<file path="config.mk">
export PLATFORM = sky130hd
export DESIGN_NAME = priority_task_scheduler_top_flat
export DESIGN_NICKNAME = d
export VERILOG_FILES = /design/src/hdl/pts_pkg.sv /design/src/hdl/pts_if.sv /design/src/hdl/pts_ctrl.sv /design/src/hdl/pts_dp.sv /design/src/hdl/priority_task_scheduler_top.sv /design/src/flat_wrapper.sv
export SDC_FILE = /design/constraint.sdc
export NUM_CORES = 1
export LEC_CHECK = 0
export BUFFER_PORTS_ARGS = -buffer_cell sky130_fd_sc_hd__buf_2
export CORE_MARGIN = 8
export CORE_UTILIZATION = 30
export CTS_CLUSTER_DIAMETER = 100
export DETAILED_ROUTE_END_ITERATION = 7
export GPL_TIMING_DRIVEN = 0
export HOLD_SLACK_MARGIN = 0.15
export PLACE_DENSITY = 0.53
export SETUP_SLACK_MARGIN = 0.5
export SLEW_MARGIN = 20
export SYNTH_ARGS = -nofsm -noshare
export SYNTH_HDL_FRONTEND = slang
export SYNTH_SLANG_ARGS = --single-unit
</file>
<file path="constraint.sdc">
create_clock -name i_clk -period 2.5 [get_ports i_clk]
set_clock_uncertainty 0.2 [all_clocks]
set_input_delay 0.125 -clock i_clk [delete_from_list [all_inputs] [get_ports i_clk]]
set_output_delay 0.125 -clock i_clk [all_outputs]
set_load 0.005 [all_outputs]
</file>
<file path="src/hdl/pts_pkg.sv">
// ----------------------------------------------------------------------------
// Priority task scheduler package
// Shared widths, request codes, payload structs and controller/datapath types.
// ----------------------------------------------------------------------------
package pts_pkg;

    localparam int PTS_MAX_TASKS = 16;
    localparam int PTS_REQ_W     = 2;
    localparam int PTS_PRIO_W    = 8;
    localparam int PTS_ID_W      = 4;

    typedef enum logic [PTS_REQ_W-1:0] {
        REQ_CREATE = 2'd0,
        REQ_START  = 2'd1,
        REQ_YIELD  = 2'd2
    } t_req_type;

    typedef struct packed {
        logic [PTS_REQ_W-1:0]  req_type;
        logic [PTS_PRIO_W-1:0] priority_req;
    } t_req;

    typedef struct packed {
        logic                accepted;
        logic [PTS_ID_W-1:0] task_index;
        logic [PTS_ID_W-1:0] prev_task;
        logic                switch_request;
    } t_res;

    typedef enum logic [1:0] {
        ST_IDLE,
        ST_SCAN,
        ST_DRAIN,
        ST_OUT
    } t_state;

    // controller -> datapath
    typedef struct packed {
        logic exec;
        logic scan_start;
        logic scan_step;
        logic scan_finish;
    } t_cmd;

    // datapath -> controller
    typedef struct packed {
        logic yield_go;
        logic scan_last;
    } t_sts;

endpackage

</file>
<file path="src/hdl/pts_if.sv">
// ----------------------------------------------------------------------------
// Priority task scheduler channels
// Valid/ready channels for requests and results.
// ----------------------------------------------------------------------------
interface pts_req_if;
    logic          valid;
    logic          ready;
    pts_pkg::t_req data;

    modport source (output valid, output data, input ready);
    modport sink   (input valid, input data, output ready);
endinterface

interface pts_res_if;
    logic          valid;
    logic          ready;
    pts_pkg::t_res data;

    modport source (output valid, output data, input ready);
    modport sink   (input valid, input data, output ready);
endinterface

</file>
<file path="src/hdl/pts_ctrl.sv">
// ----------------------------------------------------------------------------
// Priority task scheduler controller
// Sequences accept, rotation scan and result transfer.
// ----------------------------------------------------------------------------
module pts_ctrl (
    input  logic          i_clk,
    input  logic          i_rst_n,
    input  logic          i_in_valid,
    output logic          o_in_ready,
    output logic          o_out_valid,
    input  logic          i_out_ready,
    input  pts_pkg::t_sts i_sts,
    output pts_pkg::t_cmd o_cmd
);
    import pts_pkg::*;

    t_state r_state;
    t_state n_state;

    always_ff @(posedge i_clk) begin
        if (!i_rst_n) begin
            r_state <= ST_IDLE;
        end else begin
            r_state <= n_state;
        end
    end

    always_comb begin
        n_state = r_state;
        unique case (r_state)
            ST_IDLE: begin
                if (i_in_valid) begin
                    n_state = i_sts.yield_go ? ST_SCAN : ST_OUT;
                end
            end
            ST_SCAN: begin
                if (i_sts.scan_last) begin
                    n_state = ST_DRAIN;
                end
            end
            ST_DRAIN: begin
                n_state = ST_OUT;
            end
            ST_OUT: begin
                if (i_out_ready) begin
                    n_state = ST_IDLE;
                end
            end
            default: begin
                n_state = ST_IDLE;
            end
        endcase
    end

    always_comb begin
        o_cmd       = '0;
        o_in_ready  = 1'b0;
        o_out_valid = 1'b0;
        unique case (r_state)
            ST_IDLE: begin
                o_in_ready       = 1'b1;
                o_cmd.exec       = i_in_valid && !i_sts.yield_go;
                o_cmd.scan_start = i_in_valid && i_sts.yield_go;
            end
            ST_SCAN: begin
                o_cmd.scan_step = 1'b1;
            end
            ST_DRAIN: begin
                o_cmd.scan_finish = 1'b1;
            end
            ST_OUT: begin
                o_out_valid = 1'b1;
            end
            default: begin
                o_cmd = '0;
            end
        endcase
    end

endmodule

</file>
<file path="src/hdl/pts_dp.sv">
// ----------------------------------------------------------------------------
// Priority task scheduler datapath
// Priority memory, task state, rotation scan and result register.
// ----------------------------------------------------------------------------
module pts_dp #(
    parameter int MAX_TASKS = pts_pkg::PTS_MAX_TASKS
) (
    input  logic          i_clk,
    input  logic          i_rst_n,
    input  pts_pkg::t_req i_req,
    input  pts_pkg::t_cmd i_cmd,
    output pts_pkg::t_sts o_sts,
    output pts_pkg::t_res o_res
);
    import pts_pkg::*;

    localparam int IW = (MAX_TASKS > 1) ? $clog2(MAX_TASKS) : 1;
    localparam int CW = $clog2(MAX_TASKS + 1);

    logic [PTS_PRIO_W-1:0] r_mem [MAX_TASKS];

    logic [CW-1:0]         r_total;
    logic [IW-1:0]         r_running;
    logic                  r_started;

    logic [IW-1:0]         r_pos;
    logic [CW-1:0]         r_cnt;
    logic                  r_rd_vld;
    logic [IW-1:0]         r_rd_pos;
    logic [PTS_PRIO_W-1:0] r_rd_data;
    logic [IW-1:0]         r_best;
    logic [PTS_PRIO_W-1:0] r_top;
    t_res                  r_res;

    logic [IW-1:0]         n_best;
    logic [PTS_PRIO_W-1:0] n_top;
    t_res                  n_res;
    logic                  full;

    function automatic logic [IW-1:0] wrap_inc(input logic [IW-1:0] p,
                                               input logic [CW-1:0] total);
        logic [CW-1:0] inc;
        inc = CW'(p) + CW'(1);
        return (inc >= total) ? '0 : inc[IW-1:0];
    endfunction

    assign full = (r_total >= CW'(MAX_TASKS));

    assign o_sts.yield_go  = (i_req.req_type == REQ_YIELD) && r_started
                             && (r_total >= CW'(2));
    assign o_sts.scan_last = (r_cnt == r_total - CW'(1));
    assign o_res           = r_res;

    // keep the first strictly higher priority seen in rotation order
    always_comb begin
        n_top  = r_top;
        n_best = r_best;
        if (r_rd_vld && (r_rd_data > r_top)) begin
            n_top  = r_rd_data;
            n_best = r_rd_pos;
        end
    end

    // result of a request that needs no scan
    always_comb begin
        n_res = '0;
        case (i_req.req_type)
            REQ_CREATE: begin
                if (!full) begin
                    n_res.accepted   = 1'b1;
                    n_res.task_index = PTS_ID_W'(r_total);
                end
            end
            REQ_START: begin
                if (r_total != '0) begin
                    n_res.accepted       = 1'b1;
                    n_res.switch_request = 1'b1;
                end
            end
            default: begin
                n_res = '0;
            end
        endcase
    end

    always_ff @(posedge i_clk) begin
        if (i_cmd.exec && (i_req.req_type == REQ_CREATE) && !full) begin
            r_mem[r_total[IW-1:0]] <= i_req.priority_req;
        end
        if (i_cmd.scan_step) begin
            r_rd_data <= r_mem[r_pos];
        end
    end

    always_ff @(posedge i_clk) begin
        if (!i_rst_n) begin
            r_total   <= '0;
            r_running <= '0;
            r_started <= 1'b0;
            r_rd_vld  <= 1'b0;
        end else begin
            if (i_cmd.exec) begin
                if ((i_req.req_type == REQ_CREATE) && !full) begin
                    r_total <= r_total + CW'(1);
                end
                if ((i_req.req_type == REQ_START) && (r_total != '0)) begin
                    r_started <= 1'b1;
                    r_running <= '0;
                end
            end
            if (i_cmd.scan_start) begin
                r_rd_vld <= 1'b0;
            end else if (i_cmd.scan_step) begin
                r_rd_vld <= 1'b1;
            end else if (i_cmd.scan_finish) begin
                r_rd_vld  <= 1'b0;
                r_running <= n_best;
            end
        end
    end

    always_ff @(posedge i_clk) begin
        if (i_cmd.scan_start) begin
            r_pos    <= wrap_inc(r_running, r_total);
            r_cnt    <= '0;
            r_top    <= '0;
            r_best   <= r_running;
        end else if (i_cmd.scan_step) begin
            r_pos    <= wrap_inc(r_pos, r_total);
            r_cnt    <= r_cnt + CW'(1);
            r_rd_pos <= r_pos;
            r_top    <= n_top;
            r_best   <= n_best;
        end
        if (i_cmd.exec) begin
            r_res <= n_res;
        end else if (i_cmd.scan_finish) begin
            r_res <= '{accepted:       1'b1,
                       task_index:     PTS_ID_W'(n_best),
                       prev_task:      PTS_ID_W'(r_running),
                       switch_request: 1'b1};
        end
    end

endmodule

</file>
<file path="src/hdl/priority_task_scheduler_top.sv">
// ----------------------------------------------------------------------------
// Priority task scheduler top level
// Usage:
//   i_req carries one request per transfer: req_type (create, start, yield)
//   and priority_req for create. o_res returns exactly one result per
//   request: accepted, task_index, prev_task and switch_request.
//   Create, start, ignored yields and unused codes have their result
//   registered and valid in the cycle after the request transfers. An
//   accepted yield scans the priority memory in rotation, one entry per
//   cycle through its single read port; a drain state follows the scan.
//   One request is in flight at a time: i_req.ready is high only while the
//   block is idle, so no new request is taken until the previous result
//   has transferred.
//   When the receiver stalls, the result holds in the output register and
//   no new request is taken until it transfers.
//   Reset (i_rst_n low, synchronous) clears task count, running task and
//   started flag; priority memory contents are left as they are, since only
//   entries below the task count are ever read.
// ----------------------------------------------------------------------------
module priority_task_scheduler_top #(
    parameter int MAX_TASKS = pts_pkg::PTS_MAX_TASKS
) (
    input  logic        i_clk,
    input  logic        i_rst_n,
    pts_req_if.sink     i_req,
    pts_res_if.source   o_res
);
    import pts_pkg::*;

    t_cmd cmd;
    t_sts sts;

    // sequence request acceptance, scan steps and result transfer
    pts_ctrl u_ctrl (
        .i_clk       (i_clk),
        .i_rst_n     (i_rst_n),
        .i_in_valid  (i_req.valid),
        .o_in_ready  (i_req.ready),
        .o_out_valid (o_res.valid),
        .i_out_ready (o_res.ready),
        .i_sts       (sts),
        .o_cmd       (cmd)
    );

    // hold task state and priorities, run the rotation scan
    pts_dp #(
        .MAX_TASKS (MAX_TASKS)
    ) u_dp (
        .i_clk   (i_clk),
        .i_rst_n (i_rst_n),
        .i_req   (i_req.data),
        .i_cmd   (cmd),
        .o_sts   (sts),
        .o_res   (o_res.data)
    );

endmodule
</file>
<file path="src/flat_wrapper.sv">
// flat-port wrapper written by rule: the top's interface ports become plain ports
module priority_task_scheduler_top_flat import pts_pkg::*;
#(
    parameter int MAX_TASKS = pts_pkg::PTS_MAX_TASKS
)
  (i_clk, i_rst_n, i_req_valid, i_req_data, i_req_ready, o_res_valid, o_res_data, o_res_ready);
  pts_req_if i_req_i ();
  pts_res_if o_res_i ();
  input  logic i_clk;
  input  logic i_rst_n;
  input wire logic [$bits(i_req_i.valid)-1:0] i_req_valid;
  input wire logic [$bits(i_req_i.data)-1:0] i_req_data;
  output wire logic [$bits(i_req_i.ready)-1:0] i_req_ready;
  output wire logic [$bits(o_res_i.valid)-1:0] o_res_valid;
  output wire logic [$bits(o_res_i.data)-1:0] o_res_data;
  input wire logic [$bits(o_res_i.ready)-1:0] o_res_ready;
  assign i_req_i.valid = i_req_valid;
  assign i_req_i.data = i_req_data;
  assign i_req_ready = i_req_i.ready;
  assign o_res_valid = o_res_i.valid;
  assign o_res_data = o_res_i.data;
  assign o_res_i.ready = o_res_ready;
  priority_task_scheduler_top #(.MAX_TASKS(MAX_TASKS)) u_core (.i_clk(i_clk), .i_rst_n(i_rst_n), .i_req(i_req_i), .o_res(o_res_i));
endmodule
</file>
==> out/results.md, run 1 <==
| Group | Item | Value |
|---|---|---|
| clock network | Clock tree sinks | 184 |
| min path | Hold Path End | u_core.u_dp.r_started |
| placement | Port Buffer Count | 25 |
| setup path | Kind of critical path | flop to flop |
| floorplanning | Core area | 26000 sq um |
| floorplanning | Number of ports placed on the die boundary | 26 |
| synthesis | Share of synthesized flip-flops with an asynchronous set or reset | 0% |
| setup path | Crit path max-delay family | compound AO/OA/AOI/OAI gates |
| placement | Final GP Congestion | 0.778 |
| synthesis | Largest cells by area after synthesis | edfxtp_1 59%, dfxtp_1 7.6%, mux2i_1 6.0% |
| setup path | Critical Path Max Stage Delay | 0.44 ns |
| power and ir drop | Leakage power summed over all cells | 3.88 nW |
| setup path | Critical path endpoint category | flop |
| synthesis | Syn. warnings | 0 |
| floorplanning | Height of the die | 178 microns |
| layout | Area of all placed cells without fillers | 10800 sq um |
| setup path | Register-to-register setup slack | 0.14 ns |
| synthesis | Net count after synthesis | 576 |
| sta | RSZ-0062 raised after global routing | yes |
| placement | Final HPWL DP | 12.2 mm |
| drt | DRC violations left | 0 |
| synthesis | Share of the yosys chip area belonging to registers | 66.2% |
| flow run | Number of maximum-capacitance constraint violations | 0 |
| clock network | Cts bufs inserted | 17 |
| sta | Total count of hold-check failures in the final report | 0 |
| power and ir drop | Total power consumption of the routed design | 10.2 mW |
| floorplanning | Die boundary width | 178 microns |
| clock network | CTS clk-pin slew, worst paths | 0.07 ns |
| synthesis | Mean area per synthesized cell | 14.8 sq um |
| setup path | Most common cell type on the critical path | o211ai_1 |
| floorplanning | Initial core utilization | 30.4% |
| placement | Cell Area, Placed | 8660 sq um |
| sta | Slew at the pin with the worst max-slew slack | 0.573 ns |
| setup path | Crit path DAT | 2.32 ns |
| layout | Number of nets at the end of the flow | 700 |
| synthesis | Synth Flop Type | edfxtp_1 |
| drt | Via count normalized by instance count | 4.73 |
| setup path | Kind of launch point of the worst setup path | flop |
| global routing | Via count of the first global-routing pass | 4967 |
| synthesis | Distinct cells, synth | 48 |
| sta | Worst max-slew margin expressed relative to the limit | 61.8% |
| min path | Cells on Worst Hold Path | 2 |
| setup path | Critical path, cell by cell | ha_4 -> nor2b_4 -> o211ai_1 -> a21boi_2 -> o211ai_1 -> buf_6 -> mux2i_4 -> o22ai_1 |
| clock network | TritonCTS clock tree | built |
| setup path | Buffer and inverter count on the worst path | 1 |
| clock network | Source-to-sink clock delay at the later pin of the worst-skew pair | 0.44 ns |
| setup path | Total number of cells along the worst setup path | 8 |
| global routing | Number of antenna violations at the first check in global routing | 0 |
| layout | Final standard cell count with taps included and fillers excluded | 1004 |
| synthesis | Cell taking the most area after synthesis | edfxtp_1 |
| power and ir drop | Worst IR drop on VDD | 0.000503 V |
| setup path | Standard cell with the maximum stage delay on the critical path | edfxtp_1 |
| synthesis | Flops & latches, synth | 184 |
| clock network | H-tree level count | 4 |
| drt | Average wire length per cell after detail routing | 18.8 microns |
| drt | Wire length after detailed routing | 18.9 mm |
| synthesis | Cell Area, Synth | 7890 sq um |
| synthesis | Number of enable-type register cells in the synthesized netlist | 154 |
| setup path | Beginning of the worst register-to-register path | u_core.u_dp.r_rd_data[1] |
| drt | Iteration-0 DRC Markers | 260 |
| drt | Antenna viol nets, final | 0 |
| status | Run status | complete, no violations |
| global routing | Maximum number of pins on one net before global-route repair | 19 |
| sta | Achievable clock frequency | 0.424 GHz |
| placement | Total placed cells including tap cells | 892 |
| floorplanning | Floorplan row count | 59 |
| sta | Final worst path period need | 2.36 ns |
| min path | Path class of the lowest-slack min-delay path | flop to flop |
| synthesis | Fraction of synthesized cell area taken by the top area cell type | 58.6% |
| min path | Hold path start | u_core.u_dp.r_started |
| global routing | Global-route wire length before repair | 28.7 mm |
| global routing | Overall routing resource usage | 12.2% |
| global routing | Leftover overflow at the end of global routing | 0 |
| setup path | Crit Reg-Reg Endpoint | u_core.u_dp.o_res[5] |
| sta | Number of slew-limit violations in the final report | 0 |
| setup path | Worst Reg2Reg Path Length in Cells | 8 |
| clock network | Clock root buffer master | clkbuf_16 |
| sta | Final setup viols | 0 |
| drt | Via count of the routed design | 4752 |
| synthesis | Post-synthesis cell count | 532 |
| power and ir drop | Total power per unit cell area | 946 nW/um^2 |
| layout | Number of antenna diodes | 0 |
| setup path | Required time at the worst-slack endpoint | 2.47 ns |
| layout | Syn-to-layout area delta | 37.3% |
| sta | Post-route clock period utilization | 94.3% |
| layout | Fraction of layout instances using a drive strength above 1 | 40.7% |
| setup path | Peak fanout along the critical path | 4 |
| clock network | CTS Buffer Depth | 2 |
| drt | First-pass detailed-route iteration total | 4 |
| floorplanning | Total die area | 31800 sq um |
==> registers in the layout, indices dropped and copies added, names as in the netlist <==
name                   count
u_core.u_dp.r_rd_pos       4
u_core.u_dp.r_mem        128
u_core.u_dp.r_total        5
u_core.u_dp.r_best         4
u_core.u_dp.o_res         10
u_core.u_ctrl.r_state      2
u_core.u_dp.r_rd_vld       1
u_core.u_dp.r_pos          4
u_core.u_dp.r_started      1
u_core.u_dp.r_top          8
u_core.u_dp.r_cnt          5
u_core.u_dp.r_running      4
u_core.u_dp.r_rd_data      8
==> layer usage <==
layer | routed length, microns | track usage, %
met5 | 0 | 0
met4 | 480 | 4.86
met3 | 977 | 2.73
met2 | 9220 | 20.2
met1 | 8220 | 15.2
==> what timing repair did <==
item	4_1_cts	5_1_grt
gates resized for setup	105	57
gates cloned	1	1
pin swaps	38	35
buffers inserted	52	13
endpoints found under the setup margin	186	180
hold buffers	13	0
hold endpoints to repair	156	0
==> cell usage in the layout, fill, tap and decap left out, types with 15 or more instances in the layout <==
cell type,count
buf_12,19
buf_2,25
buf_4,39
buf_6,15
clkbuf_16,19
dfxtp_1,23
edfxtp_1,154
ha_1,21
inv_1,17
mux2i_1,40
mux4_2,16
nand2_1,26
nor2_1,29
nor2_4,17
==> synthesized netlist by cell type, types with 3 or more instances <==
cell type and number:
a211oi_1 3, a21oi_1 20, a221oi_1 8, a22oi_1 8, buf_2 5, clkbuf_1 11, dfxtp_1 30, edfxtp_1 154
ha_1 30, inv_1 23, mux2_2 7, mux2i_1 47, mux4_2 16, nand2_1 32, nand2b_1 4, nand3_1 3
nand4_1 3, nor2_1 48, o211ai_1 3, o21ai_0 21, o22ai_1 4, o2bb2ai_1 4, xnor2_1 9, xor2_1 7
==> how the worst max path moves through the flow <==
stage,from,to,slack [ns]
2_1_floorplan,u_core.u_dp.r_rd_data[1],u_core.u_dp.o_res[5],0.22
3_3_place_gp,u_core.u_dp.r_rd_data[1],u_core.u_dp.o_res[5],-0.20
3_5_place_dp,u_core.u_dp.r_rd_data[1],u_core.u_dp.o_res[7],-0.27
4_1_cts,u_core.u_dp.r_rd_data[1],u_core.u_dp.o_res[7],0.15
5_1_grt,u_core.u_dp.r_rd_data[1],u_core.u_dp.o_res[5],0.08
6_report,u_core.u_dp.r_rd_data[1],u_core.u_dp.o_res[5],0.14
==> area by class of cell <==
cell class	instances	area, sq um
fillers	2346	15100
clock buffers	18	429
flip-flops and latches	184	5240
clock inverters	14	176
inverters	23	104
repair buffers	105	1040
multi-input cells	307	3190
well taps	335	419
plain buffers	18	226
==> worst min-delay path: cells and delay by family (launching register included) <==
family | cells | cell delay, ns
DFF | 1 | 0.32
buffers and inverters | 1 | 0.06
AOI/OAI and AO/OA | 1 | 0.06
==> per-stage QoR <==
step | setup WS [ns] | hold slack (ns) | utilization, % | TNS (ns)
after floorplan | 0.220 | 0.0239 | - | 0
after CTS | 0.148 | 0.261 | 40.1 | 0
after global placement | -0.199 | 0.233 | 33.3 | -2.12
final | 0.143 | 0.284 | 41.7 | 0
after global routing | 0.0780 | 0.288 | 41.7 | 0
after detailed placement | -0.275 | 0.251 | 33.3 | -5.00
==> report_power, final <==
group / internal [mW] / switching [mW] / leakage [nW]
Clock: 1.52 / 1.23 / 0.296
Sequential: 3.73 / 0.253 / 1.65
Combinational: 1.73 / 1.78 / 1.93
Total: 6.98 / 3.26 / 3.88
==> kinds of logic after synthesis <==
kind of cell | Yosys count | synth area share, %
mux | 70 | 11.5
compound gates | 83 | 7.37
fa+ha+maj | 30 | 4.76
buf+inv | 41 | 2.17
xor+xnor | 16 | 1.78
simple gates | 108 | 6.21
flops | 184 | 66.2
No activity file was read; power rests on OpenSTA's default activity.
==> run 2: changes to the inputs <==
--- a/config.mk
+++ b/config.mk
@@ -5,6 +5,7 @@
 export SDC_FILE = /design/constraint.sdc
 export NUM_CORES = 1
 export LEC_CHECK = 0
+export ABC_AREA = 1
 export BUFFER_PORTS_ARGS = -buffer_cell sky130_fd_sc_hd__buf_2
 export CORE_MARGIN = 8
 export CORE_UTILIZATION = 30
@@ -12,7 +13,6 @@
 export DETAILED_ROUTE_END_ITERATION = 7
 export GPL_TIMING_DRIVEN = 0
 export HOLD_SLACK_MARGIN = 0.15
-export PLACE_DENSITY = 0.53
 export SETUP_SLACK_MARGIN = 0.5
 export SLEW_MARGIN = 20
 export SYNTH_ARGS = -nofsm -noshare
==> out/results.md, run 2 <==
| Group | Item | Value |
|---|---|---|
| status | Run status | complete, no violations |
| drt | Iteration-0 DRC Markers | 582 |
| clock network | Source-to-sink clock delay at the later pin of the worst-skew pair | 0.45 ns |
| placement | Final HPWL DP | 13.9 mm |
| synthesis | Distinct cells, synth | 36 |
| synthesis | Share of synthesized flip-flops with an asynchronous set or reset | 0% |
| sta | Number of slew-limit violations in the final report | 0 |
| sta | Final setup viols | 0 |
| drt | DRC violations left | 0 |
| floorplanning | Initial core utilization | 30.6% |
| setup path | Kind of critical path | flop to flop |
| sta | Post-route worst setup slack | 0.288 ns |
| layout | Commonest non-fill, non-tap cells in the layout | 154 x edfxtp_1, 135 x nand2_1, 65 x nor2_1 |
| clock network | Clock tree sinks | 184 |
| synthesis | Post-synthesis cell count | 790 |
| global routing | Number of antenna violations at the first check in global routing | 0 |
| clock network | Clock root buffer master | clkbuf_16 |
| floorplanning | Core area | 27000 sq um |
| drt | First-pass detailed-route iteration total | 4 |
| flow run | Number of maximum-capacitance constraint violations | 0 |
| sta | Slew at the pin with the worst max-slew slack | 0.753 ns |
| synthesis | Syn. warnings | 0 |
| layout | Fill cell instance count of the final layout | 2515 |
| synthesis | Share of the yosys chip area belonging to registers | 63.3% |
| global routing | Routing usage on met2 | 20.8% |
| setup path | Peak fanout along the critical path | 4 |
| global routing | Most used routing layer in global routing | met2 |
| floorplanning | Height of the die | 182 microns |
| clock network | TritonCTS clock tree | built |
| layout | Final standard cell count with taps included and fillers excluded | 1264 |
| synthesis | Largest cells by area after synthesis | edfxtp_1 56%, dfxtp_1 7.3%, nand2_1 7.0% |
| placement | Port Buffer Count | 25 |
| power and ir drop | Total power per unit cell area | 1090 nW/um^2 |
| synthesis | Fraction of synthesized cell area taken by the top area cell type | 56.0% |
| drt | Average wire length per cell after detail routing | 17.6 microns |
| floorplanning | Number of ports placed on the die boundary | 26 |
| layout | Area of all placed cells without fillers | 11200 sq um |
| layout | Max reg flops | 128 |
| sta | Worst max-slew margin expressed relative to the limit | 49.8% |
| sta | RSZ-0062 raised after global routing | yes |
| sta | Final sum of negative setup slack | 0 ns |
| layout | Fraction of layout instances using a drive strength above 1 | 32.4% |
| setup path | Crit path DAT | 2.20 ns |
| synthesis | Flops & latches, synth | 184 |
| layout | Number of antenna diodes | 0 |
| synthesis | Top cells by count, synth | 154 x edfxtp_1, 154 x nand2_1, 89 x nor2_1, 69 x inv_1, 60 x nand3_1 |
| placement | Total placed cells including tap cells | 1156 |
| power and ir drop | Total power consumption of the routed design | 12.3 mW |
| placement | Worst slack after detailed placement | -0.0800 ns |
| synthesis | Number of enable-type register cells in the synthesized netlist | 154 |
| power and ir drop | Worst IR drop on VDD | 0.000715 V |
| drt | Via count normalized by instance count | 4.93 |
| layout | Syn-to-layout area delta | 36.1% |
| global routing | Maximum number of pins on one net before global-route repair | 21 |
| floorplanning | Die boundary width | 182 microns |
| clock network | H-tree level count | 4 |
| floorplanning | Floorplan row count | 60 |
| clock network | CTS clk-pin slew, worst paths | 0.08 ns |
| clock network | CTS Buffer Depth | 2 |
| setup path | Required time at the worst-slack endpoint | 2.49 ns |
| min path | Path class of the lowest-slack min-delay path | flop to flop |
| global routing | Overall routing resource usage | 13.0% |
| setup path | Kind of launch point of the worst setup path | flop |
| floorplanning | Total die area | 33100 sq um |
| global routing | Leftover overflow at the end of global routing | 0 |
| synthesis | Cell taking the most area after synthesis | edfxtp_1 |
| drt | Via count of the routed design | 6236 |
| power and ir drop | Leakage power summed over all cells | 4.31 nW |
| sta | Achievable clock frequency | 0.452 GHz |
| global routing | GR Layer Usage met3 | 3.07% |
| placement | Cell Area, Placed | 8980 sq um |
| setup path | Critical path endpoint category | flop |
| layout | Number of nets at the end of the flow | 954 |
| global routing | Via count of the first global-routing pass | 5849 |
| synthesis | Cell Area, Synth | 8260 sq um |
| placement | Final GP Congestion | 0.865 |
| drt | Antenna viol nets, final | 0 |
| layout | Final core utilization | 41.6% |
| synthesis | Net count after synthesis | 834 |
| sta | Total count of hold-check failures in the final report | 0 |
| sta | Post-route clock period utilization | 88.5% |
| sta | Final worst path period need | 2.21 ns |
| global routing | Global-route wire length before repair | 33.3 mm |
| layout | Most common library cell in the layout ignoring fill and taps | edfxtp_1 |
| sta | Hold slack | 0.283 ns |
| clock network | Cts bufs inserted | 17 |
| synthesis | Mean area per synthesized cell | 10.5 sq um |
| synthesis | Synth Flop Type | edfxtp_1 |
| global routing | Global-route met1 utilization | 17.5% |
| drt | Wire length after detailed routing | 22.3 mm |
-- run 2: per-layer routing --
layer | part of all wire [%] | vias to the layer above
met4 | 2.1 | 0
met5 | 0 | -
met3 | 6.4 | 34
met2 | 48 | 217
li1 | - | 2989
met1 | 44 | 2996
-- run 2: logic make-up (layout without fill, tap and decap cells) --
kind of cell,after synthesis,after routing,share of synthesized area [%]
xor+xnor,7,7,0.742
compound gates,133,133,8.97
buf+inv,105,238,5.30
flops,184,184,63.3
simple gates,331,331,17.2
fa+ha+maj,30,30,4.54
-- run 2: area by class of cell --
class	count	area, sq um	share of cell area [%]
clock buffers	17	425	3.78
clock inverters	15	226	2.01
multi-input cells	501	3400	30.2
repair buffers	100	947	8.43
well taps	341	427	3.80
repair inverters	1	8.76	0.0779
inverters	75	322	2.86
flip-flops and latches	184	5240	46.6
plain buffers	30	246	2.19
-- run 2: worst paths after layout --
| kind | start | to | slack (ns) | cells past startpoint |
|---|---|---|---|---|
| setup / recovery | u_core.u_dp.r_pos[1] | u_core.u_dp.r_pos[1] | 0.29 | 9 |
| hold reg to reg | u_core.u_dp.o_res[1] | u_core.u_dp.o_res[1] | 0.28 | 2 |
| setup reg to reg | u_core.u_dp.r_pos[1] | u_core.u_dp.r_pos[1] | 0.29 | 9 |
| hold / removal | u_core.u_dp.o_res[1] | u_core.u_dp.o_res[1] | 0.28 | 2 |
-- run 2: worst max-delay path: stages, from the launching register on --
cell,delay (ns)
edfxtp_1,0.45
buf_4,0.18
ha_4,0.16
xor2_2,0.17
ha_4,0.29
nand2_1,0.06
nor3_2,0.23
nor2_4,0.06
nand3_1,0.08
o21ai_1,0.07
-- run 2: timing repair --
action | CTS | global route
buffers inserted | 38 | 21
gates cloned | 1 | 2
pin swaps | 45 | 44
hold endpoints to repair | 151 | 0
resized for setup | 100 | 133
setup endpoints to repair | 174 | 174
hold buffers | 14 | 0
-- run 2: power breakdown --
group	internal, mW	total (mW)	switching [mW]	leakage [nW]
sequential	3.83	4.11	0.280	1.65
clock	1.56	2.93	1.36	0.315
combinational	2.13	5.22	3.08	2.34
total	7.53	12.3	4.73	4.31
==> run 3: changes to the inputs <==
--- a/config.mk
+++ b/config.mk
@@ -13,6 +13,7 @@
 export DETAILED_ROUTE_END_ITERATION = 7
 export GPL_TIMING_DRIVEN = 0
 export HOLD_SLACK_MARGIN = 0.15
+export PLACE_DENSITY = 0.56
 export SETUP_SLACK_MARGIN = 0.5
 export SLEW_MARGIN = 20
 export SYNTH_ARGS = -nofsm -noshare
==> out/results.md, run 3 (synthesized netlist as in run 2, its figures left out) <==
| Group | Item | Value |
|---|---|---|
| status | Run status | complete, no violations |
| floorplanning | Total die area | 33100 sq um |
| clock network | TritonCTS clock tree | built |
| layout | Number of antenna diodes | 0 |
| sta | Total count of hold-check failures in the final report | 0 |
| setup path | Worst Reg2Reg Path Length in Cells | 10 |
| floorplanning | Core area | 27000 sq um |
| clock network | CTS clk-pin slew, worst paths | 0.07 ns |
| layout | Commonest non-fill, non-tap cells in the layout | 154 x edfxtp_1, 135 x nand2_1, 58 x inv_1 |
| global routing | Maximum number of pins on one net before global-route repair | 17 |
| layout | Fraction of layout instances using a drive strength above 1 | 36.0% |
| global routing | Overall routing resource usage | 13.6% |
| floorplanning | Number of ports placed on the die boundary | 26 |
| setup path | Critical path endpoint category | flop |
| global routing | Global-route wire length before repair | 34.6 mm |
| global routing | Via count of the first global-routing pass | 6062 |
| global routing | Number of antenna violations at the first check in global routing | 0 |
| floorplanning | Initial core utilization | 30.6% |
| drt | DRC violations left | 0 |
| min path | Path class of the lowest-slack min-delay path | flop to flop |
| power and ir drop | Leakage power summed over all cells | 4.35 nW |
| setup path | Peak fanout along the critical path | 7 |
| placement | Port Buffer Count | 25 |
| setup path | Beginning of the worst register-to-register path | u_core.u_dp.r_pos[1] |
| setup path | Kind of launch point of the worst setup path | flop |
| drt | First-pass detailed-route iteration total | 5 |
| sta | Hold slack | 0.280 ns |
| setup path | Standard cell with the maximum stage delay on the critical path | edfxtp_1 |
| power and ir drop | Total power consumption of the routed design | 12.7 mW |
| layout | Max reg flops | 128 |
| sta | RSZ-0062 raised after global routing | yes |
| sta | Final sum of negative setup slack | 0 ns |
| sta | Achievable clock frequency | 0.443 GHz |
| setup path | Required time at the worst-slack endpoint | 2.58 ns |
| sta | Final setup viols | 0 |
| min path | Cells on Worst Hold Path | 2 |
| sta | Worst max-slew margin expressed relative to the limit | 51.3% |
| layout | Multi-input gate area | 3560 sq um |
| clock network | Cts bufs inserted | 17 |
| layout | Syn-to-layout area delta | 39.0% |
| global routing | Leftover overflow at the end of global routing | 0 |
| power and ir drop | Total power per unit cell area | 1100 nW/um^2 |
| placement | Worst slack after detailed placement | -0.178 ns |
| power and ir drop | Worst IR drop on VDD | 0.000563 V |
| sta | Final worst path period need | 2.26 ns |
| sta | Slew at the pin with the worst max-slew slack | 0.731 ns |
| drt | Average wire length per cell after detail routing | 18.5 microns |
| clock network | CTS Buffer Depth | 2 |
| layout | Fill cell instance count of the final layout | 2486 |
| setup path | Critical Path Max Stage Delay | 0.49 ns |
| min path | Hold path start | u_core.u_dp.r_top[0] |
| placement | Final HPWL DP | 14.3 mm |
| floorplanning | Height of the die | 182 microns |
| drt | Wire length after detailed routing | 23.5 mm |
| layout | Storage element area | 5240 sq um |
| setup path | Kind of critical path | flop to flop |
| clock network | Source-to-sink clock delay at the later pin of the worst-skew pair | 0.44 ns |
| sta | Post-route worst setup slack | 0.242 ns |
| sta | Post-route clock period utilization | 90.3% |
| drt | Antenna viol nets, final | 0 |
| placement | Final GP Congestion | 0.814 |
| flow run | Number of maximum-capacitance constraint violations | 0 |
| clock network | Clock tree sinks | 184 |
| clock network | H-tree level count | 4 |
| setup path | Worst setup startpoint | u_core.u_dp.r_pos[1] |
| floorplanning | Floorplan row count | 60 |
| floorplanning | Die boundary width | 182 microns |
| setup path | Crit path DAT | 2.34 ns |
| layout | Number of nets at the end of the flow | 959 |
| drt | Via count of the routed design | 6283 |
| sta | Number of slew-limit violations in the final report | 0 |
| drt | Iteration-0 DRC Markers | 498 |
| clock network | Clock root buffer master | clkbuf_16 |
| layout | Most common library cell in the layout ignoring fill and taps | edfxtp_1 |
| drt | Via count normalized by instance count | 4.96 |
| setup path | Critical path, cell by cell | buf_6 -> nand2_4 -> nor2_4 -> xor2_2 -> ha_1 -> nand2_2 -> o21ai_2 -> nor2_2 -> nand3_1 -> o21ai_1 |
-- run 3: what timing repair did --
| action | CTS | global route |
|---|---|---|
| endpoints found under the setup margin | 174 | 173 |
| hold buffers | 14 | 0 |
| buffers inserted | 40 | 23 |
| gates cloned | 2 | 2 |
| pin swaps | 45 | 67 |
| gates resized for setup | 139 | 159 |
| hold endpoints to repair | 149 | 0 |
-- run 3: metal layers --
| layer | track usage, % | up-vias | wire length, microns | share of wire [%] |
|---|---|---|---|---|
| met5 | 0 | - | 0 | 0 |
| met4 | 3.31 | 0 | 264 | 1.1 |
| met2 | 22.6 | 181 | 11600 | 50 |
| met1 | 17.5 | 3084 | 10300 | 44 |
| li1 | - | 2995 | - | - |
| met3 | 3.25 | 23 | 1290 | 5.5 |
-- run 3: worst max-delay path, delay by kind of cell (launching register included) --
| family | cells | cell delay, ns |
|---|---|---|
| AOI/OAI and AO/OA | 2 | 0.22 |
| and+or+nand+nor | 5 | 0.54 |
| buffers and inverters | 1 | 0.20 |
| adders and majority gates | 1 | 0.33 |
| xor gates and xnor gates | 1 | 0.14 |
| DFF | 1 | 0.49 |
-- run 3: worst paths after layout --
| path | to | slack (ns) |
|---|---|---|
| setup / recovery | u_core.u_dp.r_pos[0] | 0.24 |
| hold / removal | u_core.u_dp.r_top[0] | 0.28 |
| setup reg to reg | u_core.u_dp.r_pos[0] | 0.24 |
| hold reg to reg | u_core.u_dp.r_top[0] | 0.28 |
-- run 3: layout make-up --
| class | count | share of cell area [%] |
|---|---|---|
| clock buffers | 19 | 3.77 |
| well taps | 341 | 3.72 |
| inverters | 75 | 2.83 |
| clock inverters | 11 | 1.43 |
| plain buffers | 30 | 2.74 |
| multi-input cells | 501 | 31.0 |
| repair buffers | 106 | 8.87 |
| flip-flops and latches | 184 | 45.6 |
-- run 3: per-stage QoR --
step	cells	util, %	area, sq um
global placement	1156	33.2	8980
finish	1267	42.5	11500
CTS	1242	39.6	10700
detailed placement	1156	33.2	8980
global route	1267	42.5	11500
floorplan	790	-	8430
-- run 3: report_power, final --
group / internal (mW) / leakage [nW] / switching [mW] / total (mW)
Clock: 1.59 / 0.289 / 1.20 / 2.79
Sequential: 3.83 / 1.65 / 0.294 / 4.13
Combinational: 2.44 / 2.41 / 3.30 / 5.74
Total: 7.87 / 4.35 / 4.80 / 12.7
